===== src/rtl/core/cpuag_pkg.sv =====
// Shared types and constants for the 65816-style address generation block.
// No dependencies; every other file in rtl/core imports this package.
package cpuag_pkg;

    // Field widths of the request and result beats.
    localparam int unsigned ADDR_W = 24;
    localparam int unsigned WORD_W = 16;
    localparam int unsigned BANK_W = 8;
    localparam int unsigned MODE_W = 5;
    localparam int unsigned FB_W   = 2;

    // Beat kinds on the request channel.
    localparam logic KIND_REQUEST = 1'b0;
    localparam logic KIND_POINTER = 1'b1;

    // Program counter advance and pointer fetch sizes.
    localparam logic [1:0] ADV_ONE   = 2'd1;
    localparam logic [1:0] ADV_TWO   = 2'd2;
    localparam logic [1:0] ADV_THREE = 2'd3;
    localparam logic [FB_W-1:0] FETCH_NONE  = 2'd0;
    localparam logic [FB_W-1:0] FETCH_WORD  = 2'd2;
    localparam logic [FB_W-1:0] FETCH_LONG  = 2'd3;

    // Addressing modes; codes 21 to 31 are undefined.
    typedef enum logic [MODE_W-1:0] {
        MODE_IMM8        = 5'd0,
        MODE_IMM16       = 5'd1,
        MODE_ABS         = 5'd2,
        MODE_ABS_X       = 5'd3,
        MODE_ABS_Y       = 5'd4,
        MODE_LONG        = 5'd5,
        MODE_LONG_X      = 5'd6,
        MODE_ABS_IND     = 5'd7,
        MODE_ABS_X_IND   = 5'd8,
        MODE_DP          = 5'd9,
        MODE_DP_X        = 5'd10,
        MODE_DP_Y        = 5'd11,
        MODE_DP_IND      = 5'd12,
        MODE_DP_IND_LONG = 5'd13,
        MODE_DP_IND_Y    = 5'd14,
        MODE_DP_LONG_Y   = 5'd15,
        MODE_DP_X_IND    = 5'd16,
        MODE_REL8        = 5'd17,
        MODE_REL16       = 5'd18,
        MODE_SR          = 5'd19,
        MODE_SR_IND_Y    = 5'd20
    } t_mode;

    // One request beat as seen by the address logic.
    typedef struct packed {
        logic              kind;
        logic [MODE_W-1:0] mode;
        logic [ADDR_W-1:0] operand_value;
        logic [WORD_W-1:0] program_counter;
        logic [BANK_W-1:0] data_bank;
        logic [WORD_W-1:0] direct_page;
        logic [WORD_W-1:0] index_x;
        logic [WORD_W-1:0] index_y;
        logic [WORD_W-1:0] stack_pointer;
        logic [ADDR_W-1:0] pointer_data;
    } t_req;

    // One result beat.
    typedef struct packed {
        logic [ADDR_W-1:0] address;
        logic              fetch_pointer;
        logic [FB_W-1:0]   fetch_bytes;
        logic [WORD_W-1:0] next_pc;
        logic              error;
    } t_res;

    // Indirect request waiting for its pointer data.
    typedef struct packed {
        logic              valid;
        logic [MODE_W-1:0] mode;
        logic [BANK_W-1:0] bank;
        logic [WORD_W-1:0] y;
    } t_pend;

endpackage


===== src/rtl/core/cpuag_calc.sv =====
// Address computation for one beat: direct modes, pointer setup and
// pointer completion, plus the next pending-pointer state. Uses cpuag_pkg.
module cpuag_calc
    import cpuag_pkg::*;
(
    input  t_req  i_req,
    input  t_pend i_pend,
    output t_res  o_res,
    output t_pend o_pend
);

    logic [7:0]        op8;
    logic [WORD_W-1:0] op16;
    logic [WORD_W-1:0] dpa;
    logic [WORD_W-1:0] rel8_off;
    logic [ADDR_W-1:0] bank_op16;
    logic [ADDR_W-1:0] saved_p16;
    logic [ADDR_W-1:0] addr;
    logic [1:0]        adv;
    logic [FB_W-1:0]   fb;
    logic              bad_mode;

    // Operand slices and the direct-page base shared by many modes.
    assign op8       = i_req.operand_value[7:0];
    assign op16      = i_req.operand_value[WORD_W-1:0];
    assign dpa       = i_req.direct_page + {8'd0, op8};
    assign rel8_off  = {{8{op8[7]}}, op8};
    assign bank_op16 = {i_req.data_bank, op16};
    assign saved_p16 = {i_pend.bank, i_req.pointer_data[WORD_W-1:0]};

    // Request decode: address, PC advance and pointer fetch size.
    always_comb begin
        addr     = '0;
        adv      = ADV_ONE;
        fb       = FETCH_NONE;
        bad_mode = 1'b0;
        case (t_mode'(i_req.mode))
            MODE_IMM8: begin
                addr = {16'd0, op8};
            end
            MODE_IMM16: begin
                addr = {8'd0, op16};
                adv  = ADV_TWO;
            end
            MODE_ABS: begin
                addr = bank_op16;
                adv  = ADV_TWO;
            end
            MODE_ABS_X: begin
                addr = bank_op16 + {8'd0, i_req.index_x};
                adv  = ADV_TWO;
            end
            MODE_ABS_Y: begin
                addr = bank_op16 + {8'd0, i_req.index_y};
                adv  = ADV_TWO;
            end
            MODE_LONG: begin
                addr = i_req.operand_value;
                adv  = ADV_THREE;
            end
            MODE_LONG_X: begin
                addr = i_req.operand_value + {8'd0, i_req.index_x};
                adv  = ADV_THREE;
            end
            MODE_ABS_IND: begin
                addr = {8'd0, op16};
                adv  = ADV_TWO;
                fb   = FETCH_WORD;
            end
            MODE_ABS_X_IND: begin
                addr = {8'd0, op16 + i_req.index_x};
                adv  = ADV_TWO;
                fb   = FETCH_WORD;
            end
            MODE_DP: begin
                addr = {8'd0, dpa};
            end
            MODE_DP_X: begin
                addr = {8'd0, dpa + i_req.index_x};
            end
            MODE_DP_Y: begin
                addr = {8'd0, dpa + i_req.index_y};
            end
            MODE_DP_IND, MODE_DP_IND_Y: begin
                addr = {8'd0, dpa};
                fb   = FETCH_WORD;
            end
            MODE_DP_IND_LONG, MODE_DP_LONG_Y: begin
                addr = {8'd0, dpa};
                fb   = FETCH_LONG;
            end
            MODE_DP_X_IND: begin
                addr = {8'd0, dpa + i_req.index_x};
                fb   = FETCH_WORD;
            end
            MODE_REL8: begin
                addr = {8'd0, i_req.program_counter + 16'd1 + rel8_off};
            end
            MODE_REL16: begin
                addr = {8'd0, i_req.program_counter + 16'd2 + op16};
                adv  = ADV_TWO;
            end
            MODE_SR: begin
                addr = {8'd0, i_req.stack_pointer + {8'd0, op8}};
            end
            MODE_SR_IND_Y: begin
                addr = {8'd0, i_req.stack_pointer + {8'd0, op8}};
                fb   = FETCH_WORD;
            end
            default: begin
                bad_mode = 1'b1;
            end
        endcase
    end

    // Result selection and pending-pointer bookkeeping.
    always_comb begin
        o_res  = '0;
        o_pend = i_pend;
        if (i_req.kind == KIND_POINTER) begin
            o_pend.valid = 1'b0;
            if (!i_pend.valid) begin
                // Pointer data with nothing outstanding.
                o_res.error = 1'b1;
            end else begin
                case (t_mode'(i_pend.mode))
                    MODE_ABS_IND, MODE_ABS_X_IND: begin
                        o_res.address = {8'd0, i_req.pointer_data[WORD_W-1:0]};
                    end
                    MODE_DP_IND_LONG: begin
                        o_res.address = i_req.pointer_data;
                    end
                    MODE_DP_IND_Y, MODE_SR_IND_Y: begin
                        o_res.address = saved_p16 + {8'd0, i_pend.y};
                    end
                    MODE_DP_LONG_Y: begin
                        o_res.address = i_req.pointer_data + {8'd0, i_pend.y};
                    end
                    default: begin
                        o_res.address = saved_p16;
                    end
                endcase
            end
        end else if (bad_mode) begin
            // Undefined mode: flag it and drop any outstanding pointer.
            o_pend.valid  = 1'b0;
            o_res.next_pc = i_req.program_counter;
            o_res.error   = 1'b1;
        end else begin
            o_res.address       = addr;
            o_res.fetch_pointer = (fb != FETCH_NONE);
            o_res.fetch_bytes   = fb;
            o_res.next_pc       = i_req.program_counter + {14'd0, adv};
            o_pend.valid        = (fb != FETCH_NONE);
            if (fb != FETCH_NONE) begin
                o_pend.mode = i_req.mode;
                o_pend.bank = i_req.data_bank;
                o_pend.y    = i_req.index_y;
            end
        end
    end

endmodule


===== config.mk =====
export PLATFORM = sky130hd
export DESIGN_NAME = cpuag_calc
export DESIGN_NICKNAME = d
export VERILOG_FILES = /design/src/rtl/core/cpuag_pkg.sv /design/src/rtl/core/cpuag_calc.sv
export SDC_FILE = /design/constraint.sdc
export NUM_CORES = 1
export LEC_CHECK = 0
export BUFFER_PORTS_ARGS = -buffer_cell sky130_fd_sc_hd__buf_2
export CAP_MARGIN = 20
export CORE_MARGIN = 2
export CORE_UTILIZATION = 25
export DETAILED_ROUTE_END_ITERATION = 12
export PLACE_DENSITY = 0.44
export SYNTH_ARGS = -nofsm -noshare
export SYNTH_HDL_FRONTEND = slang
export SYNTH_SLANG_ARGS = --single-unit

===== constraint.sdc =====
create_clock -name vclk -period 4.09
set_input_delay 0.409 -clock vclk [all_inputs]
set_output_delay 0.409 -clock vclk [all_outputs]
set_load 0.02 [all_outputs]

* Word level (Yosys, flattened, before mapping) *
Index checks and enable logic that the tools add are counted.

operators by class
  equal/unequal tests = 26
  reductions and logical operators = 13
  add/sub/neg operators = 15
  multiplexer cells = 17

operator list
  operator                 number
  $pmux W24 S14            1
  $add A24 B16 Y24         5
  $pmux W24 S4             1
  $mux W29                 3
  $add A16 B16 Y16         5
  $eq A5 B4 Y1 const B     12
  $mux W24                 2
  $add A16 B8 Y16          2
  $eq A5 B5 Y1 const B     6
  $mux W27                 1
  $eq A5 B3 Y1 const B     5
  $reduce_or A21 Y1        1
  $mux W19                 1
  $add A16 B1 Y16 const B  1
  $add A16 B2 Y16          1
  $add A16 B2 Y16 const B  1
  $mux W16                 1
  $reduce_or A2 Y1         7
  $eq A5 B2 Y1 const B     2
  $pmux W2 S2              2
  $reduce_or A7 Y1         1
  $reduce_or A6 Y1         1
  $eq A5 B1 Y1 const B     1
  $logic_not A5 Y1         1
  3 further kinds          7

storage, ports and cells
  bits of input ports = 172
  bits in registers = 0
  output and inout bits = 74
  word-level logic and storage cells = 71

* Depth between registers and ports, before layout *
Gate-level depths: netlist of run 1.

  depth in word-level cells = 7
  mapped depth = 20

* Worst setup path after synthesis of run 1 *
Ideal clock, no wire load.

  path kind = input port to output port
  from = input port i_req[72] in the netlist's numbering
  to = output port o_res[35] in the netlist's numbering
  required time = 3.681 ns
  path slack = -0.331 ns
  stages = 20
  arrival time = 4.012 ns
  path through = ha_1 > inv_1 > fa_1 > nor2b_1 > o21ai_0 > a21o_1 > a211oi_1 > nand2_1 > xnor2_1 > mux2_2 > ha_1 > a211oi_1 > o2111ai_1 > a21o_1 > a31oi_1 > o21ai_0 > or2_2 > mux2i_1 > o41ai_1 > nand3b_1

RTL lines
  element          line             text
  start, declared  cpuag_calc.sv:6  input t_req i_req,
  end, declared    cpuag_calc.sv:8  output t_res o_res,

==> results of run 1 <==
layout by cell type (no fill, tap or decap), drive strengths merged, types with 8 or more instances in the layout:
master / n
buf: 447
ha: 136
nand2: 117
nor2: 116
a21oi: 116
xnor2: 75
o21ai: 75
xor2: 62
nand3: 49
mux2: 40
inv: 37
nor3: 36
o22ai: 29
a21o: 26
and3: 22
or3: 20
nor2b: 20
a211oi: 20
mux2i: 19
a22oi: 18
o21a: 17
nand2b: 17
fa: 15
a221oi: 13
o211ai: 12
a211o: 11
a31oi: 11
nand4: 10
o31ai: 10
and2: 9
a222oi: 8
o2111ai: 8
o221ai: 8
kinds of logic (layout without fill, tap and decap cells):
group	after synthesis	after routing	share of synthesized area, %
multiplexers	59	59	6.88
buffers and inverters	81	484	3.63
AO/OA/AOI/OAI	433	433	31.1
other	0	2	0
XOR/XNOR	137	137	12.9
AND/OR/NAND/NOR	452	452	23.9
adder cells (fa/ha/maj)	152	152	21.6
power breakdown:
| part | leakage, nW | total [W] | internal [W] | switching, W |
|---|---|---|---|---|
| Sequential | 0 | 0 | 0 | 0 |
| Clock | 0.0000127 | 0.0000000000655 | 0.0000000000655 | 0 |
| Combinational | 5.99 | 0.00221 | 0.00101 | 0.00120 |
| Total | 5.99 | 0.00221 | 0.00101 | 0.00120 |
area by class of cell:
| cell class | count | area [um2] | share of cell area, % |
|---|---|---|---|
| Antenna cell | 2 | 5.00 | 0.0383 |
| Inverter | 37 | 139 | 1.06 |
| Tap cell | 468 | 586 | 4.49 |
| Timing Repair Buffer | 447 | 2830 | 21.7 |
| Multi-Input combinational cell | 1233 | 9490 | 72.7 |
how the worst min path moves through the flow:
stage	from	endpoint	slack [ns]	cells past startpoint
2_1_floorplan	i_req[106]	o_res[11]	1.00	2
3_3_place_gp	i_pend[9]	o_pend[9]	1.18	3
3_5_place_dp	i_pend[15]	o_pend[15]	1.19	3
4_1_cts	i_pend[15]	o_pend[15]	1.19	3
5_1_grt	i_pend[9]	o_pend[9]	1.20	3
6_report	i_pend[9]	o_pend[9]	1.18	3
through the flow:
| step | std cells | instance area (um2) | TNS [ns] | setup WS (ns) |
|---|---|---|---|---|
| after floorplan | 1314 | 9420 | -0.00703 | -0.00703 |
| after detailed placement | 2176 | 12500 | -4.32 | -0.594 |
| final | 2187 | 13100 | -1.75 | -0.336 |
| after CTS | 2182 | 12900 | -2.19 | -0.425 |
| after global routing | 2186 | 13100 | -4.01 | -0.581 |
| after global placement | 2176 | 12500 | -4.16 | -0.579 |
layer usage:
metal  up-vias  global-route usage (%)  routed length, um  share of wire, %
li1       5798                       -                  -                 -
met1      5455                    27.9              19600                44
met2       333                    39.7              21300                48
met3        67                   0.821               1730               3.9
met4         0                    8.33               1940               4.4
met5         -                       0                  0                 0
timing repair:
item                       4_1_cts  5_1_grt
resized for setup               69       30
setup endpoints to repair       11       14
pin swaps                       38       23
buffers inserted                 7        3
==> results.toml, run 1 <==
[layout]
drive_gt1_share_pct = 33.7
seqCellArea_um2 = 0
fillers = 4019
post-route-util_pct = 35.7
clkbuf_count = 0
nFlopsAndLatches = 0
fin_nets = 2042
area_delta_synth_final_pct = 40.2

[pwr]
peakVddDrop_mv = 0.0795
p_per_area_nw_per_um2 = 170
power_w = 0.00221
leakage_nw = 5.99

[floorplan]
die_area_um2 = 38800
die_w_um = 197
initial_core_util_pct = 25.4
core_um2 = 36600
die_h_um = 197
num_rows = 70
io_pins = 246

[route]
via_per_inst = 5.33
drc_errors = 0
ant_nets = 0
dr.pass1.iters = 5
wl_per_cell_um = 20.4
wl_mm = 44.6
num_vias = 11700
drt_iter0_markers = 660

[worst_setup_path]
worstSetupStartpoint = "i_req[112]"
critPathKind = "in -> out"
path_cells = "buf_8, ha_4, inv_2, fa_2, nor2b_1, o21ai_1, a21o_1, a211oi_2, nand2_1, xnor2_2, mux2_4, ha_4, a211oi_2, o2111ai_1, a21o_1, a31oi_4, buf_6, xnor2_2, nand2_1, a41o_1, o211ai_1, buf_4"
crit_arrival_ns = 4.02
cp-start-kind = "primary input"
crit_end = "o_res[33]"
slowest_stage = "fa_2"
crit_family = "compound AO/OA/AOI/OAI gates"
critPathMaxStageDelay_ns = 0.33
crit_fanout = 4
crit_path_end_kind = "output pin"
path_depth = 22
cp_num_buf_inv = 4
required_ns = 3.68

[timing]
hold_viol_final = 0
relSlewSlack_pct = 38.0
fmax_mhz = 226
finalCriticalPeriod_ns = 4.43
fin_hold_ws_ns = 1.18
period_share_pct = 108
slew_violations = 0
worst_pin_slew_ns = 0.929
rsz0062_at_grt = "yes"
setup_ws_ns = -0.336
setup_violations = 8

[global_routing]
gr-total-overflow = 0
grt_max_degree = 33
antenna_found_initial = 1
grt_pass1_wl_mm = 65.8
grt_pass1_vias = 11400
grt_use_total_pct = 22.1

[placed_design]
io_buffers = 246
gp_congestion = 0.912
hpwl_mm = 38.2

[yosys]
avgSynthCellArea_um2 = 7.08
seq_area_frac_synth_pct = 0
synthTopCellsByArea = "ha_1 (18%), xnor2_1 (7.1%), a21oi_1 (6.2%)"
synth_most_common_cell = "ha_1"
synth_common_cells = "ha_1 (136), nand2_1 (117), a21oi_1 (116), nor2_1 (114), xnor2_1 (75)"
synth_cell_types = 83
synth.yosys.warnings = 0
synth.net_count = 1637
synth.top_cell.area_share_pct = 18.3
yosys.area.top_type = "ha_1"
syn_inst = 1314
syn_area_um2 = 9310

[job]
drv_cap = 0

[clock_tree]
postCtsHoldBufs = 0

[worst_hold_path]
min_path_type = "in -> out"

[run_status]
violations = "negative setup slack"
status = "finished with violations"
No activity file was read; power rests on OpenSTA's default activity.
==> run 2: changes to the inputs <==
--- a/config.mk
+++ b/config.mk
@@ -5,7 +5,7 @@
 export SDC_FILE = /design/constraint.sdc
 export NUM_CORES = 1
 export LEC_CHECK = 0
-export BUFFER_PORTS_ARGS = -buffer_cell sky130_fd_sc_hd__buf_2
+export BUFFER_PORTS_ARGS = -buffer_cell sky130_fd_sc_hd__buf_4
 export CAP_MARGIN = 20
 export CORE_MARGIN = 2
 export CORE_UTILIZATION = 25
==> run 2 against run 1 <==
The flow still finishes with violations (negative setup slack). First-iteration DRC count is 6.1% lower. Count of clock-buffer cells in the layout stayed put. Global-route usage down 0.057 points. Routed wire length rose by 0.59%. Critical path type unchanged. Die area stayed put. Final cell count about the same. Largest power group unchanged. Largest cell class unchanged. Power up 3.8%. Final area grew 5.1%. Via count fell by 0.15%. Non-clock buffer count rose by 1. Combinational power grew 4%.
==> results.toml, run 2 (synthesis results as in run 1) <==
[run_status]
status = "finished with violations"
violations = "negative setup slack"

[layout]
insertedDiodeCount = 0
fin_nets = 2043
drive_gt1_share_pct = 34.7
clkbuf_count = 0
layout_commonest_cell = "buf_4"
nFlopsAndLatches = 0
multi_input_comb_area_um2 = 9550
stdcell_area_um2 = 13700
area_delta_synth_final_pct = 47.4
post-route-util_pct = 37.5
seqCellArea_um2 = 0
fillers = 3978
layout_common_cells = "buf_4 (432), ha_1 (126), nand2_1 (114)"
final_cells = 2186

[worst_hold_path]
whs_path_depth = 3
min_from = "i_pend[7]"
min_path_type = "in -> out"
hold_end = "o_pend[7]"

[placed_design]
gp_congestion = 0.901
hpwl_mm = 38.2
dp_cells = 2171
io_buffers = 246
place_area_um2 = 13100
dp_slack_ns = -0.608

[worst_setup_path]
cp-start-kind = "primary input"
slowest_stage = "o41ai_2"
crit_fanout = 3
crit_family = "compound AO/OA/AOI/OAI gates"
cp_num_buf_inv = 4
crit_path_end_kind = "output pin"
critPathMaxStageDelay_ns = 0.34
path_cells = "buf_8, ha_4, inv_2, fa_2, nor2b_1, o21ai_1, a21o_1, a211oi_2, nand2_1, xnor2_2, mux2_4, ha_4, buf_4, a21oi_1, a21oi_1, a31oi_4, o21ai_2, nand2_1, mux2i_1, o41ai_2, nand3b_1, buf_6"
crit_arrival_ns = 4.13
required_ns = 3.68
critPathKind = "in -> out"

[clock_tree]
postCtsHoldBufs = 0

[global_routing]
grt_use_total_pct = 22.0
grt_pass1_wl_mm = 65.8
antenna_found_initial = 0
grt_max_degree = 33
grt_pass1_vias = 11400
gr-total-overflow = 0

[timing]
worst_pin_slew_ns = 0.891
slew_violations = 0
setup_violations = 9
hold_viol_final = 0
rsz0062_at_grt = "yes"
period_share_pct = 111
relSlewSlack_pct = 40.5
finalCriticalPeriod_ns = 4.53
fin_hold_ws_ns = 1.16
setup_ws_ns = -0.445
fmax_mhz = 221

[route]
dr.pass1.iters = 6
drt_iter0_markers = 620
wl_mm = 44.8
wl_per_cell_um = 20.5
ant_nets = 0
drc_errors = 0
num_vias = 11600
via_per_inst = 5.32

[floorplan]
die_h_um = 197
die_area_um2 = 38800
core_um2 = 36600
num_rows = 70
io_pins = 246
die_w_um = 197
initial_core_util_pct = 25.4

[job]
drv_cap = 0

[pwr]
peakVddDrop_mv = 0.0803
leakage_nw = 6.21
p_per_area_nw_per_um2 = 167
[run 2: stage by stage]
| stage | total power (W) | setup TNS (ns) |
|---|---|---|
| after floorplan | 0.00122 | -0.00703 |
| after global placement | 0.00212 | -3.54 |
| after detailed placement | 0.00213 | -3.91 |
| after CTS | 0.00218 | -2.53 |
| after global routing | 0.00250 | -4.22 |
| final | 0.00230 | -2.36 |
[run 2: repair_timing]
action                     in CTS  in global routing
pin swaps                      43                 43
setup buffers                   5                 10
setup endpoints to repair      12                 17
gates resized for setup        37                 75
[run 2: worst max-delay path by stage]
stage	from	to	slack, ns	cells after the start
after global routing	i_req[112]	o_res[35]	-0.68	22
final	i_req[112]	o_res[35]	-0.44	22
after floorplan	i_req[72]	o_res[35]	-0.007	20
after global placement	i_req[72]	o_res[35]	-0.58	22
after CTS	i_req[112]	o_res[35]	-0.48	22
after detailed placement	i_req[72]	o_res[35]	-0.61	22
[run 2: area by class of cell]
class / instances / area share, %
inverters: 37 / 1.01
multi-input cells: 1233 / 69.6
well taps: 468 / 4.27
repair buffers: 448 / 25.1
[run 2: routing by layer]
metal	share of wire (%)	track usage (%)	wire, um
met1	43	27.3	19400
met2	49	40.1	21900
met3	4.0	1.49	1800
met4	3.7	7.30	1660
met5	0	0	0
[run 2: report_power, final]
group | internal (W) | leakage, nW | switching, W | total, W
Clock | 0 | 0 | 0 | 0
Combinational | 0.00109 | 6.21 | 0.00121 | 0.00230
Sequential | 0 | 0 | 0 | 0
==> run 3: changes to the inputs <==
--- a/config.mk
+++ b/config.mk
@@ -7,10 +7,11 @@
 export LEC_CHECK = 0
 export BUFFER_PORTS_ARGS = -buffer_cell sky130_fd_sc_hd__buf_4
 export CAP_MARGIN = 20
-export CORE_MARGIN = 2
+export CELL_PAD_IN_SITES_DETAIL_PLACEMENT = 1
+export CELL_PAD_IN_SITES_GLOBAL_PLACEMENT = 1
 export CORE_UTILIZATION = 25
 export DETAILED_ROUTE_END_ITERATION = 12
-export PLACE_DENSITY = 0.44
+export PLACE_DENSITY = 0.59
 export SYNTH_ARGS = -nofsm -noshare
 export SYNTH_HDL_FRONTEND = slang
 export SYNTH_SLANG_ARGS = --single-unit
==> run 3 against run 2 <==
The flow still finishes with violations (negative setup slack). Highest routed layer unchanged. Final area is 1.2% lower. Setup slack got worse by 0.0029 ns. Die area fell by 2.0%. Count of clock-buffer cells in the layout unchanged. Via count grew 1.8%. Combinational power about the same. Maximum frequency about the same. Core utilization is 0.46 points lower. Power shrank 0.64%. Global-route usage grew 1.3 points. Worst hold slack better by 0.00073 ns. Sequential cell count is the same.
==> results.toml, run 3 (synthesis results as in run 1) <==
[layout]
fin_nets = 2037
drive_gt1_share_pct = 33.7
nFlopsAndLatches = 0
seqCellArea_um2 = 0
final_cells = 2180
layout_common_cells = "buf_4 (429), ha_1 (130), nand2_1 (114)"
clkbuf_count = 0
fillers = 4637
layout_commonest_cell = "buf_4"
area_delta_synth_final_pct = 45.6
post-route-util_pct = 37.0
insertedDiodeCount = 0
multi_input_comb_area_um2 = 9460

[worst_setup_path]
critPathMaxStageDelay_ns = 0.36
cp-start-kind = "primary input"
cp_num_buf_inv = 3
crit_family = "compound AO/OA/AOI/OAI gates"
path_cells = "buf_6, ha_4, inv_2, fa_2, nor2b_2, o21ai_2, a21o_1, a211oi_2, nand2_1, xnor2_2, mux2_4, ha_4, a211oi_2, o2111ai_1, a21o_1, a31oi_4, o21ai_2, nand2_1, mux2i_1, o41ai_2, nand3b_1, buf_6"
crit_fanout = 3
crit_path_end_kind = "output pin"
required_ns = 3.68
crit_arrival_ns = 4.13
critPathKind = "in -> out"
slowest_stage = "o41ai_2"

[global_routing]
grt_use_total_pct = 23.3
antenna_found_initial = 0
grt_pass1_vias = 12200
grt_max_degree = 33
gr-total-overflow = 0
grt_pass1_wl_mm = 69.3

[clock_tree]
postCtsHoldBufs = 0

[floorplan]
die_area_um2 = 38000
core_um2 = 36600
io_pins = 246
die_h_um = 195
die_w_um = 195
initial_core_util_pct = 25.4
num_rows = 70

[placed_design]
hpwl_mm = 39.9
gp_congestion = 0.926
dp_cells = 2168
io_buffers = 246

[route]
via_per_inst = 5.43
drc_errors = 0
wl_mm = 46.3
dr.pass1.iters = 5
drt_iter0_markers = 542
num_vias = 11800
wl_per_cell_um = 21.2
ant_nets = 0

[run_status]
status = "finished with violations"
violations = "negative setup slack"

[timing]
relSlewSlack_pct = 33.7
fmax_mhz = 220
period_share_pct = 111
finalCriticalPeriod_ns = 4.54
worst_pin_slew_ns = 0.992
hold_viol_final = 0
rsz0062_at_grt = "yes"
slew_violations = 0
setup_ws_ns = -0.448
setup_violations = 9

[pwr]
leakage_nw = 6.15
swShare_pct = 53.4
p_sw_w = 0.00122
combPwrFrac_pct = 100.0
power.internal_w = 0.00106
p_seq_share_pct = 0
peakVddDrop_mv = 0.0765
pwr-share-clk_pct = 0
p_per_area_nw_per_um2 = 168

[job]
drv_cap = 0

[worst_hold_path]
min_path_type = "in -> out"
[run 3: cell count changes in the layout (fill, tap and decap cells not counted), sizes merged]
cell	delta
buf	-6
[run 3: power groups by stage]
stage	combinational [W]	clock [W]	sequential, W
global route	0.00247	0	0
global placement	0.00212	0	0
finish	0.00228	0	0
detailed placement	0.00215	0	0
CTS	0.00224	0	0
floorplan	0.00122	0	0
[run 3: final timing paths]
check,startpoint,to,slack (ns),cells past startpoint
setup / recovery,i_req[72],o_res[35],-0.45,22
hold / removal,i_pend[7],o_pend[7],1.16,3
[run 3: layout make-up]
type / instances / area share (%)
inverter: 37 / 1.02
multi-input combinational: 1233 / 69.8
tap: 468 / 4.32
timing repair buffer: 442 / 24.8
[run 3: per-layer routing]
layer  GRT usage (%)  share of wire [%]
met1            28.6                 43
met2            43.2                 50
met3            1.20                3.2
met4            7.58                3.7
met5               0                  0
[run 3: stage by stage]
stage / total power, W / hold WS, ns / worst slack (ns) / cell area (um2) / TNS [ns]
floorplan: 0.00122 / 1.00 / -0.00703 / 9420 / -0.00703
global placement: 0.00212 / 1.16 / -0.652 / 13000 / -3.92
detailed placement: 0.00215 / 1.16 / -0.691 / 13000 / -4.31
CTS: 0.00224 / 1.16 / -0.495 / 13300 / -2.85
global route: 0.00247 / 1.17 / -0.681 / 13600 / -3.65
finish: 0.00228 / 1.16 / -0.448 / 13600 / -2.14
[run 3: repair_timing]
action,CTS,global route
endpoints found under the setup margin,12,24
pin swaps,40,32
resized for setup,59,37
buffers inserted,7,6
